**src/hw/rtl/oaes_pkg.sv**
```systemverilog
// shared types and constants of the oversampling averager and filter
`timescale 1ns / 1ps
`default_nettype none

package oaes_pkg;

    // fixed field widths
    localparam int CH_W       = 2;
    localparam int OS_W       = 4;
    localparam int ALPHA_W    = 16;
    localparam int GAIN_W     = 24;
    localparam int FILT_W     = 24;
    localparam int FRAC_W     = 8;
    localparam int MV_W       = 16;
    localparam int GAINS      = 4;
    localparam int CFG_IDX_W  = 3;
    localparam int CFG_DATA_W = 24;

    // serial multiplier: multiplier operand bits and product width
    localparam int MUL_N     = 16;
    localparam int PROD_W    = GAIN_W + MUL_N;
    localparam int BIT_CNT_W = $clog2(MUL_N);

    // register reset values
    localparam logic [OS_W-1:0]    OS_RESET    = 4'd4;
    localparam logic [ALPHA_W-1:0] ALPHA_RESET = 16'd6554;
    localparam logic [GAIN_W-1:0]  GAIN_RESET  = 24'd2113536;

    // register indexes
    localparam logic [CFG_IDX_W-1:0] CFG_OVERSAMPLE = 3'd0;
    localparam logic [CFG_IDX_W-1:0] CFG_ALPHA      = 3'd1;
    localparam logic [CFG_IDX_W-1:0] CFG_GAIN0      = 3'd2;
    localparam logic [CFG_IDX_W-1:0] CFG_GAIN1      = 3'd3;
    localparam logic [CFG_IDX_W-1:0] CFG_GAIN2      = 3'd4;
    localparam logic [CFG_IDX_W-1:0] CFG_GAIN3      = 3'd5;

    // sequencer states
    typedef enum logic [8:0] {
        S_IDLE = 9'b000000001,
        S_ACC  = 9'b000000010,
        S_MUL1 = 9'b000000100,
        S_RND  = 9'b000001000,
        S_DIFF = 9'b000010000,
        S_MUL2 = 9'b000100000,
        S_STEP = 9'b001000000,
        S_UPD  = 9'b010000000,
        S_OUT  = 9'b100000000
    } t_state;

endpackage

`default_nettype wire

```
**src/hw/rtl/oaes_if.sv**
```systemverilog
// stream and configuration channel interfaces of the averager and filter
`timescale 1ns / 1ps
`default_nettype none

// raw sample channel
interface oaes_in_if #(
    parameter int SAMPLE_BITS = 12
) ();
    logic                       valid;
    logic                       ready;
    logic [oaes_pkg::CH_W-1:0]  channel;
    logic [SAMPLE_BITS-1:0]     sample;

    modport source (output valid, channel, sample, input ready);
    modport sink   (input valid, channel, sample, output ready);
endinterface

// filtered result channel
interface oaes_out_if ();
    logic                       valid;
    logic                       ready;
    logic [oaes_pkg::CH_W-1:0]  out_channel;
    logic [oaes_pkg::MV_W-1:0]  filtered_mv;
    logic                       saturated;

    modport source (output valid, out_channel, filtered_mv, saturated, input ready);
    modport sink   (input valid, out_channel, filtered_mv, saturated, output ready);
endinterface

// register write channel
interface oaes_cfg_if ();
    logic                             valid;
    logic                             ready;
    logic [oaes_pkg::CFG_IDX_W-1:0]   index;
    logic [oaes_pkg::CFG_DATA_W-1:0]  data;

    modport source (output valid, index, data, input ready);
    modport sink   (input valid, index, data, output ready);
endinterface

`default_nettype wire

```
**src/hw/rtl/oversampled_adc_ema_scaler.sv**
```systemverilog
// oversampling averager, millivolt scaler and moving-average filter, top level
// a sample that does not close its group goes through ACC before the next beat is taken
// a group-closing sample passes ACC, MUL1, RND, DIFF, MUL2, STEP, UPD, OUT (first group:
// RND to OUT); both multiplies are bit-serial, one multiplier bit a cycle, 16 each
// a waiting result sits in the output register while the next sample is taken
// synchronous reset restores register defaults, clears group sums and counts, unseeds filters
`timescale 1ns / 1ps
`default_nettype none

module oversampled_adc_ema_scaler #(
    parameter int CHANNELS            = 4,
    parameter int SAMPLE_BITS         = 12,
    parameter int MAX_OVERSAMPLE_LOG2 = 8
) (
    input  wire logic        i_clk,
    input  wire logic        i_rst_n,
    oaes_in_if.sink          i_in,
    oaes_out_if.source       o_out,
    oaes_cfg_if.sink         i_cfg
);

    localparam int SUM_W = SAMPLE_BITS + MAX_OVERSAMPLE_LOG2;
    localparam int CNT_W = MAX_OVERSAMPLE_LOG2 + 1;
    localparam int IDX_W = (CHANNELS > 1) ? $clog2(CHANNELS) : 1;
    localparam int SCL_W = oaes_pkg::PROD_W - oaes_pkg::FRAC_W;
    localparam logic [oaes_pkg::OS_W-1:0] MAX_LG = oaes_pkg::OS_W'(MAX_OVERSAMPLE_LOG2);

    // configuration registers
    logic [oaes_pkg::OS_W-1:0]    r_os;
    logic [oaes_pkg::ALPHA_W-1:0] r_alpha;
    logic [oaes_pkg::GAIN_W-1:0]  r_gain [oaes_pkg::GAINS];

    // per-channel state
    logic [SUM_W-1:0]             r_sum    [CHANNELS];
    logic [CNT_W-1:0]             r_cnt    [CHANNELS];
    logic [oaes_pkg::FILT_W-1:0]  r_filt   [CHANNELS];
    logic                         r_seeded [CHANNELS];

    // sequencer and datapath
    oaes_pkg::t_state             r_state, n_state;
    logic [oaes_pkg::CH_W-1:0]    r_ch;
    logic [SAMPLE_BITS-1:0]       r_smp;
    logic [oaes_pkg::GAIN_W-1:0]  r_hi;
    logic [oaes_pkg::MUL_N-1:0]   r_lo;
    logic [oaes_pkg::GAIN_W-1:0]  r_mcand;
    logic [oaes_pkg::BIT_CNT_W-1:0] r_bit;
    logic [oaes_pkg::FILT_W-1:0]  r_scaled;
    logic                         r_sat;
    logic                         r_neg;
    logic [oaes_pkg::FILT_W-1:0]  r_step;

    // output register
    logic                         r_o_valid;
    logic [oaes_pkg::CH_W-1:0]    r_o_ch;
    logic [oaes_pkg::MV_W-1:0]    r_o_mv;
    logic                         r_o_sat;

    logic                         w_in_beat;
    logic                         w_cfg_clr;
    logic [IDX_W-1:0]             w_idx;
    logic [oaes_pkg::OS_W-1:0]    w_lg;
    logic [SUM_W-1:0]             w_sum_new;
    logic [CNT_W-1:0]             w_cnt_new;
    logic                         w_done;
    logic [SAMPLE_BITS-1:0]       w_avg;
    logic [oaes_pkg::GAIN_W:0]    w_psum;
    logic [oaes_pkg::PROD_W-1:0]  w_prod;
    logic                         w_mul_last;
    logic [SCL_W-1:0]             w_scl_raw;
    logic                         w_sat;
    logic [oaes_pkg::FILT_W-1:0]  w_scaled;
    logic [oaes_pkg::FILT_W-1:0]  w_prev;
    logic                         w_ge;
    logic [oaes_pkg::FILT_W-1:0]  w_diff;
    logic                         w_out_free;

    // handshakes
    assign i_cfg.ready = 1'b1;
    assign i_in.ready  = (r_state == oaes_pkg::S_IDLE);
    assign w_in_beat   = i_in.valid && (r_state == oaes_pkg::S_IDLE);
    assign w_cfg_clr   = i_cfg.valid && (i_cfg.index == oaes_pkg::CFG_OVERSAMPLE);
    assign w_out_free  = !r_o_valid || o_out.ready;

    assign o_out.valid       = r_o_valid;
    assign o_out.out_channel = r_o_ch;
    assign o_out.filtered_mv = r_o_mv;
    assign o_out.saturated   = r_o_sat;

    // channel slot and effective group size
    assign w_idx = IDX_W'(r_ch);
    assign w_lg  = (r_os > MAX_LG) ? MAX_LG : r_os;

    // group accumulation
    assign w_sum_new = r_sum[w_idx] + SUM_W'(r_smp);
    assign w_cnt_new = r_cnt[w_idx] + CNT_W'(1);
    assign w_done    = w_cnt_new >= (CNT_W'(1) << w_lg);
    assign w_avg     = SAMPLE_BITS'(w_sum_new >> w_lg);

    // shift-add multiplier step, product in {hi, lo}
    assign w_psum     = {1'b0, r_hi} + (r_lo[0] ? {1'b0, r_mcand} : '0);
    assign w_prod     = {r_hi, r_lo};
    assign w_mul_last = (r_bit == oaes_pkg::BIT_CNT_W'(oaes_pkg::MUL_N - 1));

    // scaled value rounded to 8 fraction bits and clamped
    assign w_scl_raw = w_prod[oaes_pkg::PROD_W-1:oaes_pkg::FRAC_W]
                     + SCL_W'(w_prod[oaes_pkg::FRAC_W-1]);
    assign w_sat     = |w_scl_raw[SCL_W-1:oaes_pkg::FILT_W];
    assign w_scaled  = w_sat ? '1 : w_scl_raw[oaes_pkg::FILT_W-1:0];

    // distance between new value and filter
    assign w_prev = r_filt[w_idx];
    assign w_ge   = r_scaled >= w_prev;
    assign w_diff = w_ge ? (r_scaled - w_prev) : (w_prev - r_scaled);

    // configuration registers
    always_ff @(posedge i_clk) begin
        if (!i_rst_n) begin
            r_os    <= oaes_pkg::OS_RESET;
            r_alpha <= oaes_pkg::ALPHA_RESET;
            for (int k = 0; k < oaes_pkg::GAINS; k++) begin
                r_gain[k] <= oaes_pkg::GAIN_RESET;
            end
        end else if (i_cfg.valid) begin
            case (i_cfg.index)
                oaes_pkg::CFG_OVERSAMPLE: r_os    <= i_cfg.data[oaes_pkg::OS_W-1:0];
                oaes_pkg::CFG_ALPHA:      r_alpha <= i_cfg.data[oaes_pkg::ALPHA_W-1:0];
                oaes_pkg::CFG_GAIN0:      r_gain[0] <= i_cfg.data[oaes_pkg::GAIN_W-1:0];
                oaes_pkg::CFG_GAIN1:      r_gain[1] <= i_cfg.data[oaes_pkg::GAIN_W-1:0];
                oaes_pkg::CFG_GAIN2:      r_gain[2] <= i_cfg.data[oaes_pkg::GAIN_W-1:0];
                oaes_pkg::CFG_GAIN3:      r_gain[3] <= i_cfg.data[oaes_pkg::GAIN_W-1:0];
                default: begin
                end
            endcase
        end
    end

    // group sums, counts and seeded flags
    always_ff @(posedge i_clk) begin
        if (!i_rst_n) begin
            for (int k = 0; k < CHANNELS; k++) begin
                r_sum[k]    <= '0;
                r_cnt[k]    <= '0;
                r_seeded[k] <= 1'b0;
            end
        end else begin
            if (w_cfg_clr) begin
                for (int k = 0; k < CHANNELS; k++) begin
                    r_sum[k] <= '0;
                    r_cnt[k] <= '0;
                end
            end else if (r_state == oaes_pkg::S_ACC) begin
                r_sum[w_idx] <= w_done ? '0 : w_sum_new;
                r_cnt[w_idx] <= w_done ? '0 : w_cnt_new;
            end
            if (r_state == oaes_pkg::S_RND) begin
                r_seeded[w_idx] <= 1'b1;
            end
        end
    end

    // filter values, seeded on a channel's first group
    always_ff @(posedge i_clk) begin
        if (r_state == oaes_pkg::S_RND && !r_seeded[w_idx]) begin
            r_filt[w_idx] <= w_scaled;
        end else if (r_state == oaes_pkg::S_UPD) begin
            r_filt[w_idx] <= r_neg ? (w_prev - r_step) : (w_prev + r_step);
        end
    end

    // datapath registers
    always_ff @(posedge i_clk) begin
        case (r_state)
            oaes_pkg::S_IDLE: begin
                r_ch  <= i_in.channel;
                r_smp <= i_in.sample[SAMPLE_BITS-1:0];
            end
            oaes_pkg::S_ACC: begin
                r_hi    <= '0;
                r_lo    <= oaes_pkg::MUL_N'(w_avg);
                r_mcand <= r_gain[r_ch];
                r_bit   <= '0;
            end
            oaes_pkg::S_MUL1, oaes_pkg::S_MUL2: begin
                r_hi  <= w_psum[oaes_pkg::GAIN_W:1];
                r_lo  <= {w_psum[0], r_lo[oaes_pkg::MUL_N-1:1]};
                r_bit <= r_bit + oaes_pkg::BIT_CNT_W'(1);
            end
            oaes_pkg::S_RND: begin
                r_scaled <= w_scaled;
                r_sat    <= w_sat;
            end
            oaes_pkg::S_DIFF: begin
                r_neg   <= !w_ge;
                r_hi    <= '0;
                r_lo    <= r_alpha;
                r_mcand <= w_diff;
                r_bit   <= '0;
            end
            oaes_pkg::S_STEP: begin
                // round half up on the 16 dropped fraction bits
                r_step <= w_prod[oaes_pkg::PROD_W-1:oaes_pkg::ALPHA_W]
                        + oaes_pkg::FILT_W'(w_prod[oaes_pkg::ALPHA_W-1]);
            end
            default: begin
            end
        endcase
    end

    // sequencer next state
    always_comb begin
        n_state = r_state;
        case (r_state)
            oaes_pkg::S_IDLE: begin
                if (w_in_beat && (int'(i_in.channel) < CHANNELS)) begin
                    n_state = oaes_pkg::S_ACC;
                end
            end
            oaes_pkg::S_ACC: begin
                n_state = w_done ? oaes_pkg::S_MUL1 : oaes_pkg::S_IDLE;
            end
            oaes_pkg::S_MUL1: begin
                if (w_mul_last) begin
                    n_state = oaes_pkg::S_RND;
                end
            end
            oaes_pkg::S_RND: begin
                n_state = r_seeded[w_idx] ? oaes_pkg::S_DIFF : oaes_pkg::S_OUT;
            end
            oaes_pkg::S_DIFF: begin
                n_state = oaes_pkg::S_MUL2;
            end
            oaes_pkg::S_MUL2: begin
                if (w_mul_last) begin
                    n_state = oaes_pkg::S_STEP;
                end
            end
            oaes_pkg::S_STEP: begin
                n_state = oaes_pkg::S_UPD;
            end
            oaes_pkg::S_UPD: begin
                n_state = oaes_pkg::S_OUT;
            end
            oaes_pkg::S_OUT: begin
                if (w_out_free) begin
                    n_state = oaes_pkg::S_IDLE;
                end
            end
            default: begin
                n_state = oaes_pkg::S_IDLE;
            end
        endcase
    end

    // sequencer state
    always_ff @(posedge i_clk) begin
        if (!i_rst_n) begin
            r_state <= oaes_pkg::S_IDLE;
        end else begin
            r_state <= n_state;
        end
    end

    // output register valid
    always_ff @(posedge i_clk) begin
        if (!i_rst_n) begin
            r_o_valid <= 1'b0;
        end else if (r_state == oaes_pkg::S_OUT && w_out_free) begin
            r_o_valid <= 1'b1;
        end else if (o_out.ready) begin
            r_o_valid <= 1'b0;
        end
    end

    // output register payload, whole millivolts of the updated filter
    always_ff @(posedge i_clk) begin
        if (r_state == oaes_pkg::S_OUT && w_out_free) begin
            r_o_ch  <= r_ch;
            r_o_mv  <= w_prev[oaes_pkg::FILT_W-1:oaes_pkg::FRAC_W];
            r_o_sat <= r_sat;
        end
    end

endmodule

`default_nettype wire
```
**src/flat_wrapper.sv**
```systemverilog
// flat-port wrapper written by rule: the top's interface ports become plain ports
module oversampled_adc_ema_scaler_flat 
#(
    parameter int CHANNELS            = 4,
    parameter int SAMPLE_BITS         = 12,
    parameter int MAX_OVERSAMPLE_LOG2 = 8
)
  (i_clk, i_rst_n, i_in_valid, i_in_channel, i_in_sample, i_in_ready, o_out_valid, o_out_out_channel, o_out_filtered_mv, o_out_saturated, o_out_ready, i_cfg_valid, i_cfg_index, i_cfg_data, i_cfg_ready);
  oaes_in_if #(.SAMPLE_BITS(SAMPLE_BITS)) i_in_i ();
  oaes_out_if o_out_i ();
  oaes_cfg_if i_cfg_i ();
  input  wire logic i_clk;
  input  wire logic i_rst_n;
  input wire logic [$bits(i_in_i.valid)-1:0] i_in_valid;
  input wire logic [$bits(i_in_i.channel)-1:0] i_in_channel;
  input wire logic [$bits(i_in_i.sample)-1:0] i_in_sample;
  output wire logic [$bits(i_in_i.ready)-1:0] i_in_ready;
  output wire logic [$bits(o_out_i.valid)-1:0] o_out_valid;
  output wire logic [$bits(o_out_i.out_channel)-1:0] o_out_out_channel;
  output wire logic [$bits(o_out_i.filtered_mv)-1:0] o_out_filtered_mv;
  output wire logic [$bits(o_out_i.saturated)-1:0] o_out_saturated;
  input wire logic [$bits(o_out_i.ready)-1:0] o_out_ready;
  input wire logic [$bits(i_cfg_i.valid)-1:0] i_cfg_valid;
  input wire logic [$bits(i_cfg_i.index)-1:0] i_cfg_index;
  input wire logic [$bits(i_cfg_i.data)-1:0] i_cfg_data;
  output wire logic [$bits(i_cfg_i.ready)-1:0] i_cfg_ready;
  assign i_in_i.valid = i_in_valid;
  assign i_in_i.channel = i_in_channel;
  assign i_in_i.sample = i_in_sample;
  assign i_in_ready = i_in_i.ready;
  assign o_out_valid = o_out_i.valid;
  assign o_out_out_channel = o_out_i.out_channel;
  assign o_out_filtered_mv = o_out_i.filtered_mv;
  assign o_out_saturated = o_out_i.saturated;
  assign o_out_i.ready = o_out_ready;
  assign i_cfg_i.valid = i_cfg_valid;
  assign i_cfg_i.index = i_cfg_index;
  assign i_cfg_i.data = i_cfg_data;
  assign i_cfg_ready = i_cfg_i.ready;
  oversampled_adc_ema_scaler #(.CHANNELS(CHANNELS), .SAMPLE_BITS(SAMPLE_BITS), .MAX_OVERSAMPLE_LOG2(MAX_OVERSAMPLE_LOG2)) u_core (.i_clk(i_clk), .i_rst_n(i_rst_n), .i_in(i_in_i), .o_out(o_out_i), .i_cfg(i_cfg_i));
endmodule
```
**config.mk**
```make
export PLATFORM = sky130hd
export DESIGN_NAME = oversampled_adc_ema_scaler_flat
export DESIGN_NICKNAME = d
export VERILOG_FILES = /design/src/hw/rtl/oaes_pkg.sv /design/src/hw/rtl/oaes_if.sv /design/src/hw/rtl/oversampled_adc_ema_scaler.sv /design/src/flat_wrapper.sv
export SDC_FILE = /design/constraint.sdc
export NUM_CORES = 1
export LEC_CHECK = 0
export BUFFER_PORTS_ARGS = -buffer_cell sky130_fd_sc_hd__buf_2
export CORE_UTILIZATION = 60
export DETAILED_ROUTE_END_ITERATION = 8
export PLACE_DENSITY = 0.87
export SLEW_MARGIN = 40
export SYNTH_ARGS = -nofsm -noshare
export SYNTH_HDL_FRONTEND = slang
export SYNTH_SLANG_ARGS = --single-unit
```
**constraint.sdc**
```tcl
create_clock -name i_clk -period 7.6 [get_ports i_clk]
set_clock_uncertainty 0.2 [all_clocks]
set_input_delay 1.14 -clock i_clk [delete_from_list [all_inputs] [get_ports i_clk]]
set_output_delay 1.14 -clock i_clk [all_outputs]
set_load 0.03 [all_outputs]
```
## Word level (Yosys, flattened, before mapping)

Memories as Yosys holds them, arrays and structs flattened. A register that Yosys moved wholly into a read port is not among the register bits.
Index checks and enable logic that the tools add are counted.

- Flip-flop bits (word level): 181
- Latch bits: 0
- RAM bits: 312
- Bits in read-only memories: 0
- Output and inout port bits: 22
- Word-level logic and storage cells: 170
- Memories: 5

- Add/sub/neg operators: 10
- $mul: 0
- Divide/modulo/power cells: 0
- Order comparisons: 3
- Equal/unequal tests: 19
- Shift-type cells: 2
- Mux-type cells: 79
- Bitwise logic cells: 13
- Reductions and logical operators: 22

Memories:

| memory | depth | width | rd ports | clocked after memory_dff | wr ports | RTL line | RTL |
|---|---|---|---|---|---|---|---|
| u_core.r_filt | 4 | 24 | 1 | 1 | 1 | oversampled_adc_ema_scaler.sv:36 | `logic [oaes_pkg::FILT_W-1:0] r_filt [CHANNELS];` |
| u_core.r_gain | 4 | 24 | 1 | 1 | 4 | oversampled_adc_ema_scaler.sv:31 | `logic [oaes_pkg::GAIN_W-1:0] r_gain [oaes_pkg::GAINS];` |
| u_core.r_sum | 4 | 20 | 1 | 1 | 4 | oversampled_adc_ema_scaler.sv:34 | `logic [SUM_W-1:0] r_sum [CHANNELS];` |
| u_core.r_cnt | 4 | 9 | 1 | 1 | 4 | oversampled_adc_ema_scaler.sv:35 | `logic [CNT_W-1:0] r_cnt [CHANNELS];` |
| u_core.r_seeded | 4 | 1 | 1 | 1 | 4 | oversampled_adc_ema_scaler.sv:37 | `logic r_seeded [CHANNELS];` |

Operators by type and width:

| operator | count |
|---|---|
| 2-to-1 mux 24 bit | 9 |
| 2-to-1 mux 20 bit | 6 |
| 2-to-1 mux 9 bit | 11 |
| one-hot mux 24 bit (2 select lines) | 2 |
| one-hot mux 9 bit (9 select lines) | 1 |
| subtractor 24 bit | 3 |
| one-hot mux 16 bit (3 select lines) | 1 |
| 2-to-1 mux 1 bit | 38 |
| adder 32 x 1 -> 32 bit | 1 |
| adder 24 x 25 -> 25 bit | 1 |
| adder 24 x 1 -> 24 bit | 1 |
| adder 24 bit | 1 |
| greater-or-equal comparator 24 bit | 1 |
| adder 20 x 12 -> 20 bit | 1 |
| OR reduction 20 bit | 1 |
| >> shifter 20 x 4 -> 12 bit | 1 |
| 2-to-1 mux 2 bit | 8 |
| bitwise OR 1 bit | 13 |
| adder 9 x 1 -> 9 bit (second input constant) | 1 |
| == test 9 x 1 -> 1 bit (second input constant) | 1 |
| == test 9 x 2 -> 1 bit (second input constant) | 1 |
| == test 9 x 3 -> 1 bit (second input constant) | 1 |
| == test 9 x 4 -> 1 bit (second input constant) | 1 |
| == test 9 x 5 -> 1 bit (second input constant) | 1 |
| 28 further kinds | 42 |

## Depth between registers and ports, before layout

Gate-level depths: netlist of run 1.

- Depth in word-level cells: 7
- Gate-level depth with buffers: 21
- Depth with buffers taken out: 18

## Worst setup path before layout of run 1

Ideal clock, no wire load.

- Kind: reg-to-reg
- From: reg (tool-made name)
- To: reg u_core.r_mcand[20] (netlist bit) (data pin)
- Setup time: 0.266 ns
- Arrival time: 4.790 ns
- Data required time: 7.134 ns
- Setup slack: 2.344 ns
- Cell stages (with the launch flop): 21
- Buffers on the path: 6
- Clock period less this slack: 5.256 ns
- Cell sequence: dfxtp_1 > buf_2 > buf_2 > buf_2 > buf_1 > mux4_2 > inv_1 > ha_1 > buf_2 > nand2_1 > o21a_1 > a2111o_1 > a31oi_2 > or2_1 > inv_2 > buf_6 > mux2i_1 > o221ai_1 > a211oi_2 > xor2_1 > o21ai_0

RTL lines:

| item | RTL line | RTL |
|---|---|---|
| end signal: assignment | oversampled_adc_ema_scaler.sv:180 | `r_mcand <= r_gain[r_ch];` |
| end signal: assignment | oversampled_adc_ema_scaler.sv:196 | `r_mcand <= w_diff;` |
| end: declaration | oversampled_adc_ema_scaler.sv:45 | `logic [oaes_pkg::GAIN_W-1:0] r_mcand;` |

==> flow_summary_export.csv, run 1 <==
group,metric,value,unit
outcome,outcome,"finished clean",
clock_tree,postCtsSetupBuffers,0,
layout,area_growth,9.94,%
logic_synthesis,synth_area_leader_cell,"edfxtp_1",
timing,slew_violations,0,
power_and_ir_drop,finalPower,8.86,mW
logic_synthesis,synth_area_leaders,"edfxtp_1 51%, mux4_2 6.5%, ha_1 5.6%, nor2_1 3.6%, xnor2_1 3.0%",
logic_synthesis,syn_avg_cell_area,11.5,µm²
logic_synthesis,synth_ff_type,"edfxtp_1",
global_route,grtUsageTotal,0.319,
power_and_ir_drop,ir_drop,0.256,mV
timing,tightest_slew,862,ps
logic_synthesis,netlist_area,0.0272,mm²
logic_synthesis,yosys-top-cells-count,"460 x edfxtp_1, 258 x nor2_1, 199 x nand2_1",
logic_synthesis,synthXorXnorAreaFrac,0.0470,
logic_synthesis,synth_compound_area_frac,0.0979,
clock_tree,ctsHtreeMaxLevel,2,
floorplanning,die_h,215,µm
routing,dr.first_iter.drc_count,2437,
floorplanning,die_area,0.0462,mm²
place,dp_hpwl,52.1,mm
timing,rsz0062_at_grt,"no",
logic_synthesis,synth_fa_ha_area_frac,0.0598,
timing,period_needed,5980,ps
routing,wire_per_inst,24.2,µm
logic_synthesis,synth_edf_count,460,
logic_synthesis,synthMuxAreaShare,0.0819,
floorplanning,rows,77,
global_route,globalRouteOverflowTotal,0,
clock_tree,cts_max_path_buffers,3,
timing,period_share,0.787,
setup_path,cp_data_required_time,7730,ps
layout,drive_gt1_frac,0.129,
logic_synthesis,syn_inst,2367,
clock_tree,numCtsBuffers,51,
timing,max_freq,0.167,GHz
global_route,antenna_found_initial,2,
clock_tree,tritoncts,"done",
setup_path,path_max_fanout,39,
routing,vias,19813,
routing,routed_wl,73.6,mm
logic_synthesis,yosys_warnings,0,
routing,viasPerCell,6.51,
power_and_ir_drop,cellPowerDensity,296,mW/mm²
setup_path,worstPathArrival,6120,ps
floorplanning,initial_utilization,0.611,
timing,setup_viol,0,
timing,slew_headroom,0.418,
layout,layout.nets,2583,
clock_tree,clk_pin_slew,60,ps
logic_synthesis,yosys.area.top_type_share,0.508,
setup_path,cp_top_family,"compound AO/OA/AOI/OAI gates",
clock_tree,clk_latency,620,ps
logic_synthesis,async_flop_share,0,
setup_path,worst-path-buf-inv,2,
routing,drc,0,
setup_path,crit_path_end_kind,"register",
logic_synthesis,synth_top_family_by_area,"simple AND/OR/NAND/NOR gates",
clock_tree,ctsResizeCount,0,
timing,fin_setup_tns,0,ps
setup_path,cpMaxStageDelayCell,"dfxtp_4",
routing,dr.pass1.iters,6,
global_route,first_global_vias,19274,
global_route,grt_max_degree,52,
timing,whs,231,ps
setup_path,start_kind,"register",
clock_tree,holdBufCountCts,0,
flow_run,maxCapViolCount,0,
setup_path,critical_path_class,"register to register",
logic_synthesis,ys_seq_elements,495,
place,place_congestion,0.945,
logic_synthesis,yosysMostFrequentCell,"edfxtp_1",
logic_synthesis,synth-simple-area-share,0.149,
clock_tree,root_buffer,"clkbuf_16",
layout,fillers,3147,
worst_hold_path,min_path_type,"register to register",
floorplanning,die_w,215,µm
logic_synthesis,synth_nets,2540,
clock_tree,cts_sinks,495,
setup_path,crit_chain,"buf_4 -> mux4_2 -> ha_1 -> fa_1 -> nand3b_1 -> nand2_1 -> o21ai_0 -> a31oi_2 -> or2_1 -> clkinv_2 -> mux2i_1 -> o221ai_1 -> a211oi_2 -> xor2_1 -> o21ai_0",
floorplanning,boundaryPins,68,
global_route,grt_first_pass_wirelength,113,mm
setup_path,critPathMostFrequentCell,"o21ai_0",
timing,hold_violations,0,
setup_path,slowest_delay,770,ps
logic_synthesis,ys_seq_area_frac,0.533,
layout,diodes,0,
place,io_buffer_count,66,
routing,antenna_left,0,
power_and_ir_drop,p_leak,11.1,nW
floorplanning,coreArea,0.0445,mm²
logic_synthesis,yosysUniqueCellTypes,81,
routing by layer:
metal  wire length, µm  share of wire  global-route usage  vias up
met2             35300           0.48               0.516     1185
met4              3000          0.041               0.129        2
met5                12        0.00016                   0        -
met1             28400           0.39               0.428     9664
li1                  -              -                   -     8752
met3              6920          0.094              0.0577      210
cell usage in the layout, fill, tap and decap left out, drive strengths merged, types with 79 or more instances in the layout:
| cell type | synthesis | routed |
|---|---|---|
| o21ai | 95 | 95 |
| nand2 | 199 | 199 |
| and2 | 119 | 119 |
| inv | 97 | 97 |
| edfxtp | 460 | 460 |
| buf | 27 | 104 |
| mux4 | 79 | 79 |
| a21oi | 136 | 136 |
| xnor2 | 94 | 94 |
| ha | 122 | 122 |
| nor2 | 258 | 258 |
worst paths after layout:
path | to | slack (ps) | cells past startpoint | from
worst max-delay path | u_core.r_mcand[20] | 1620 | 15 | register
worst min-delay path | u_core.o_out.saturated | 230 | 0 | u_core.r_sat
worst max register to register | u_core.r_mcand[20] | 1620 | 15 | register
worst min register to register | u_core.o_out.saturated | 230 | 0 | u_core.r_sat
cell families (layout without fill, tap and decap cells):
group           after synthesis  in the layout
mux                         121            121
fa+ha+maj                   127            127
flops                       495            495
other cells                   1              1
simple gates                842            842
buf+inv                     212            298
compound gates              423            423
xor+xnor                    146            146
registers in the layout (all words and copies together), names as in the netlist, 24 cells and up, named ones only:
signal / count
u_core.r_gain: 96
u_core.r_cnt: 36
u_core.r_scaled: 24
u_core.r_hi: 24
u_core.r_mcand: 24
u_core.r_sum: 80
u_core.r_filt: 96
u_core.r_step: 24
metrics by stage:
| step | worst slack (ps) | cells | util | instance area (µm²) |
|---|---|---|---|---|
| CTS | 1880 | 3045 | 0.672 | 29900 |
| detailed placement | 1920 | 2949 | 0.633 | 28200 |
| global route | 1120 | 3045 | 0.672 | 29900 |
| global placement | 2010 | 2949 | 0.633 | 28200 |
| floorplan | 2340 | 2367 | - | 27200 |
| finish | 1620 | 3045 | 0.672 | 29900 |
final cells by class:
type	instances	area [µm²]	share of cell area
Tap cell	592	741	0.0248
Inverter	98	369	0.0123
Clock inverter	30	355	0.0119
Multi-Input combinational cell	1660	11900	0.399
Sequential cell	495	14500	0.485
Timing Repair Buffer	104	616	0.0206
Clock buffer	66	1380	0.0462
where the power goes:
part / switching (mW) / internal [mW] / leakage, nW
clock network: 1.09 / 1.50 / 0.850
registers: 0.197 / 3.21 / 4.67
logic: 1.77 / 1.10 / 5.60
No activity file was read; power rests on OpenSTA's default activity.
==> run 2: changes to the inputs <==
--- a/config.mk
+++ b/config.mk
@@ -6,7 +6,7 @@
 export NUM_CORES = 1
 export LEC_CHECK = 0
 export BUFFER_PORTS_ARGS = -buffer_cell sky130_fd_sc_hd__buf_2
-export CORE_UTILIZATION = 60
+export CORE_UTILIZATION = 57
 export DETAILED_ROUTE_END_ITERATION = 8
 export PLACE_DENSITY = 0.87
 export SLEW_MARGIN = 40
==> constraint.sdc (replaced) <==
create_clock -name i_clk -period 5.15 [get_ports i_clk]
set_clock_uncertainty 0.2 [all_clocks]
set_input_delay 0.7725 -clock i_clk [delete_from_list [all_inputs] [get_ports i_clk]]
set_output_delay 0.7725 -clock i_clk [all_outputs]
set_load 0.03 [all_outputs]
==> run 2 against run 1 <==
Net effect:
- utilization shrank 2.9 points
- highest routed layer is now met4
- final cell count grew 1.1%
- sequential share of layout area shrank 0.32 points
- fmax grew 24%
- flip-flop and latch count is the same
- routed wire length shrank 6.1%
- the flow now finishes with violations (DRC)
- first-iteration DRC count shrank 8.4%
- non-clock buffer count grew 19
- largest power group unchanged
- critical endpoint is now u_core.r_filt[0][23]
- combinational power grew 52%
==> flow_summary_export.csv, run 2 (synthesis results as in run 1) <==
group,metric,value,unit
layout,layout.nets,2602,
global_route,grt_first_pass_wirelength,106,mm
power_and_ir_drop,p_comb_frac,0.329,
floorplanning,coreArea,0.0469,mm²
setup_path,start_kind,"register",
clock_tree,tritoncts,"done",
setup_path,worstPathArrival,4960,ps
routing,routed_wl,69.1,mm
power_and_ir_drop,p_leak,11.2,nW
timing,hold_violations,0,
floorplanning,die_w,221,µm
outcome,outcome,"finished with violations",
timing,max_freq,0.208,GHz
layout,area_growth,10.7,%
worst_hold_path,min_from,"i_in_sample[9]",
layout,final_cell_mix,"460 x edfxtp_1, 255 x nor2_1, 198 x nand2_1",
setup_path,worstRegToRegCells,15,
timing,slew_violations,0,
setup_path,r2r_slack,330,ps
layout,top_regs,"u_core.r_filt x96, u_core.r_gain x96, u_core.r_sum x80",
clock_tree,clk_latency,630,ps
place,place_congestion,0.965,
routing,antenna_left,0,
power_and_ir_drop,cellPowerDensity,439,mW/mm²
power_and_ir_drop,swShare,0.343,
setup_path,timing.rr.start,"u_core.r_step[4]",
setup_path,path_max_fanout,5,
floorplanning,rows,79,
routing,dr.pass1.iters,8,
layout,post-route-util,0.643,
layout,layout_commonest_cell,"edfxtp_1",
power_and_ir_drop,intPower,8.69,mW
outcome,violations,"DRC",
clock_tree,cts_sinks,495,
timing,period_share,0.936,
routing,drc,10,
place,io_buffer_count,66,
timing,rsz0062_at_grt,"no",
timing,tightest_slew,856,ps
timing,fin_setup_tns,0,ps
clock_tree,numCtsBuffers,51,
clock_tree,root_buffer,"clkbuf_16",
routing,wire_per_inst,22.5,µm
layout,drive_gt1_frac,0.134,
clock_tree,cts_max_path_buffers,3,
worst_hold_path,worstHoldPathCells,1,
layout,fillers,3448,
flow_run,maxCapViolCount,0,
clock_tree,holdBufCountCts,0,
setup_path,critical_path_class,"register to register",
global_route,globalRouteOverflowTotal,0,
setup_path,cp_data_required_time,5290,ps
power_and_ir_drop,p_clk_frac,0.294,
global_route,antenna_found_initial,1,
routing,viasPerCell,6.36,
power_and_ir_drop,ir_drop,0.367,mV
timing,whs,127,ps
setup_path,crit_path_end_kind,"register",
global_route,first_global_vias,19303,
routing,dr.first_iter.drc_count,2233,
floorplanning,die_area,0.0486,mm²
floorplanning,die_h,221,µm
clock_tree,clk_pin_slew,60,ps
place,dp_hpwl,48.5,mm
worst_hold_path,min_path_type,"input port to register",
timing,period_needed,4820,ps
floorplanning,initial_utilization,0.581,
floorplanning,boundaryPins,68,
routing,vias,19578,
worst_hold_path,hold_end,"u_core.r_smp[9]",
power_and_ir_drop,p_seq_frac,0.377,
clock_tree,ctsHtreeMaxLevel,2,
timing,setup_viol,0,
setup_path,rr_endpoint,"u_core.r_filt[0][23]",
timing,slew_headroom,0.425,
power_and_ir_drop,power.switching,4.54,mW
global_route,grtUsageTotal,0.285,
global_route,grt_max_degree,52,
-- run 2: cell types whose count changed in the layout (fill, tap and decap cells not counted), sizes merged --
cell      previous run  this run
buf                104       123
clkinvlp             2         3
diode                0         1
inv                 97       102
clkinv              23        21
bufinv               6         8
clkbuf              66        60
-- run 2: routing by layer --
layer,global-route usage,vias up,share of wire
li1,-,8816,-
met4,0.114,0,0.039
met1,0.368,9583,0.39
met2,0.480,1006,0.49
met5,0,-,0
met3,0.0489,173,0.078
-- run 2: critical path, stage by stage, from the launching register on --
cell	delay (ps)
edfxtp_1	420
or3_1	400
nand2b_1	220
nor4b_2	560
a21oi_1	160
xnor2_1	160
ha_1	380
nand2_1	110
nor3_1	410
nand2_1	110
a21oi_1	290
o31a_1	210
o21a_1	170
o311a_1	190
o21ai_0	90
a31oi_1	440
-- run 2: power groups by stage --
stage | registers, mW | clock network [mW] | logic [mW]
final | 4.99 | 3.89 | 4.35
after global routing | 5.01 | 4.09 | 4.66
after CTS | 5.01 | 3.92 | 4.21
after detailed placement | 5.10 | 0 | 4.15
after global placement | 5.08 | 0 | 4.03
after floorplan | 4.89 | 0 | 3.11
-- run 2: worst max-delay path by stage --
stage,start,end,slack [ps]
3_3_place_gp,u_core.r_step[5],u_core.r_filt[2][23],410
5_1_grt,u_core.r_step[0],u_core.r_filt[0][23],90
6_report,u_core.r_step[4],u_core.r_filt[0][23],330
4_1_cts,u_core.r_step[4],u_core.r_filt[2][23],90
3_5_place_dp,u_core.r_step[4],u_core.r_filt[2][23],290
2_1_floorplan,register,u_core.r_lo[11],70
-- run 2: what timing repair did --
action	4_1_cts	5_1_grt
endpoints found under the setup margin	0	4
setup buffers	0	1
gates resized for setup	0	0
-- run 2: layout make-up --
| cell class | instances | area, µm² | area share |
|---|---|---|---|
| well taps | 607 | 759 | 0.0252 |
| diodes | 1 | 2.50 | 0.0000831 |
| multi-input cells | 1660 | 11900 | 0.396 |
| inverters | 98 | 368 | 0.0122 |
| clock buffers | 60 | 1320 | 0.0438 |
| flip-flops and latches | 495 | 14500 | 0.482 |
| clock inverters | 36 | 420 | 0.0140 |
| repair buffers | 123 | 791 | 0.0263 |
-- run 2: per-stage QoR --
stage                     instance area [µm²]  power, mW  setup slack (ps)  instances
after floorplan                         27200       8.00              72.9       2367
after global placement                  28300       9.11               406       2982
after detailed placement                28300       9.24               289       2982
after CTS                               30100       13.1              89.8       3078
after global routing                    30100       13.8              86.0       3079
final                                   30100       13.2               331       3080
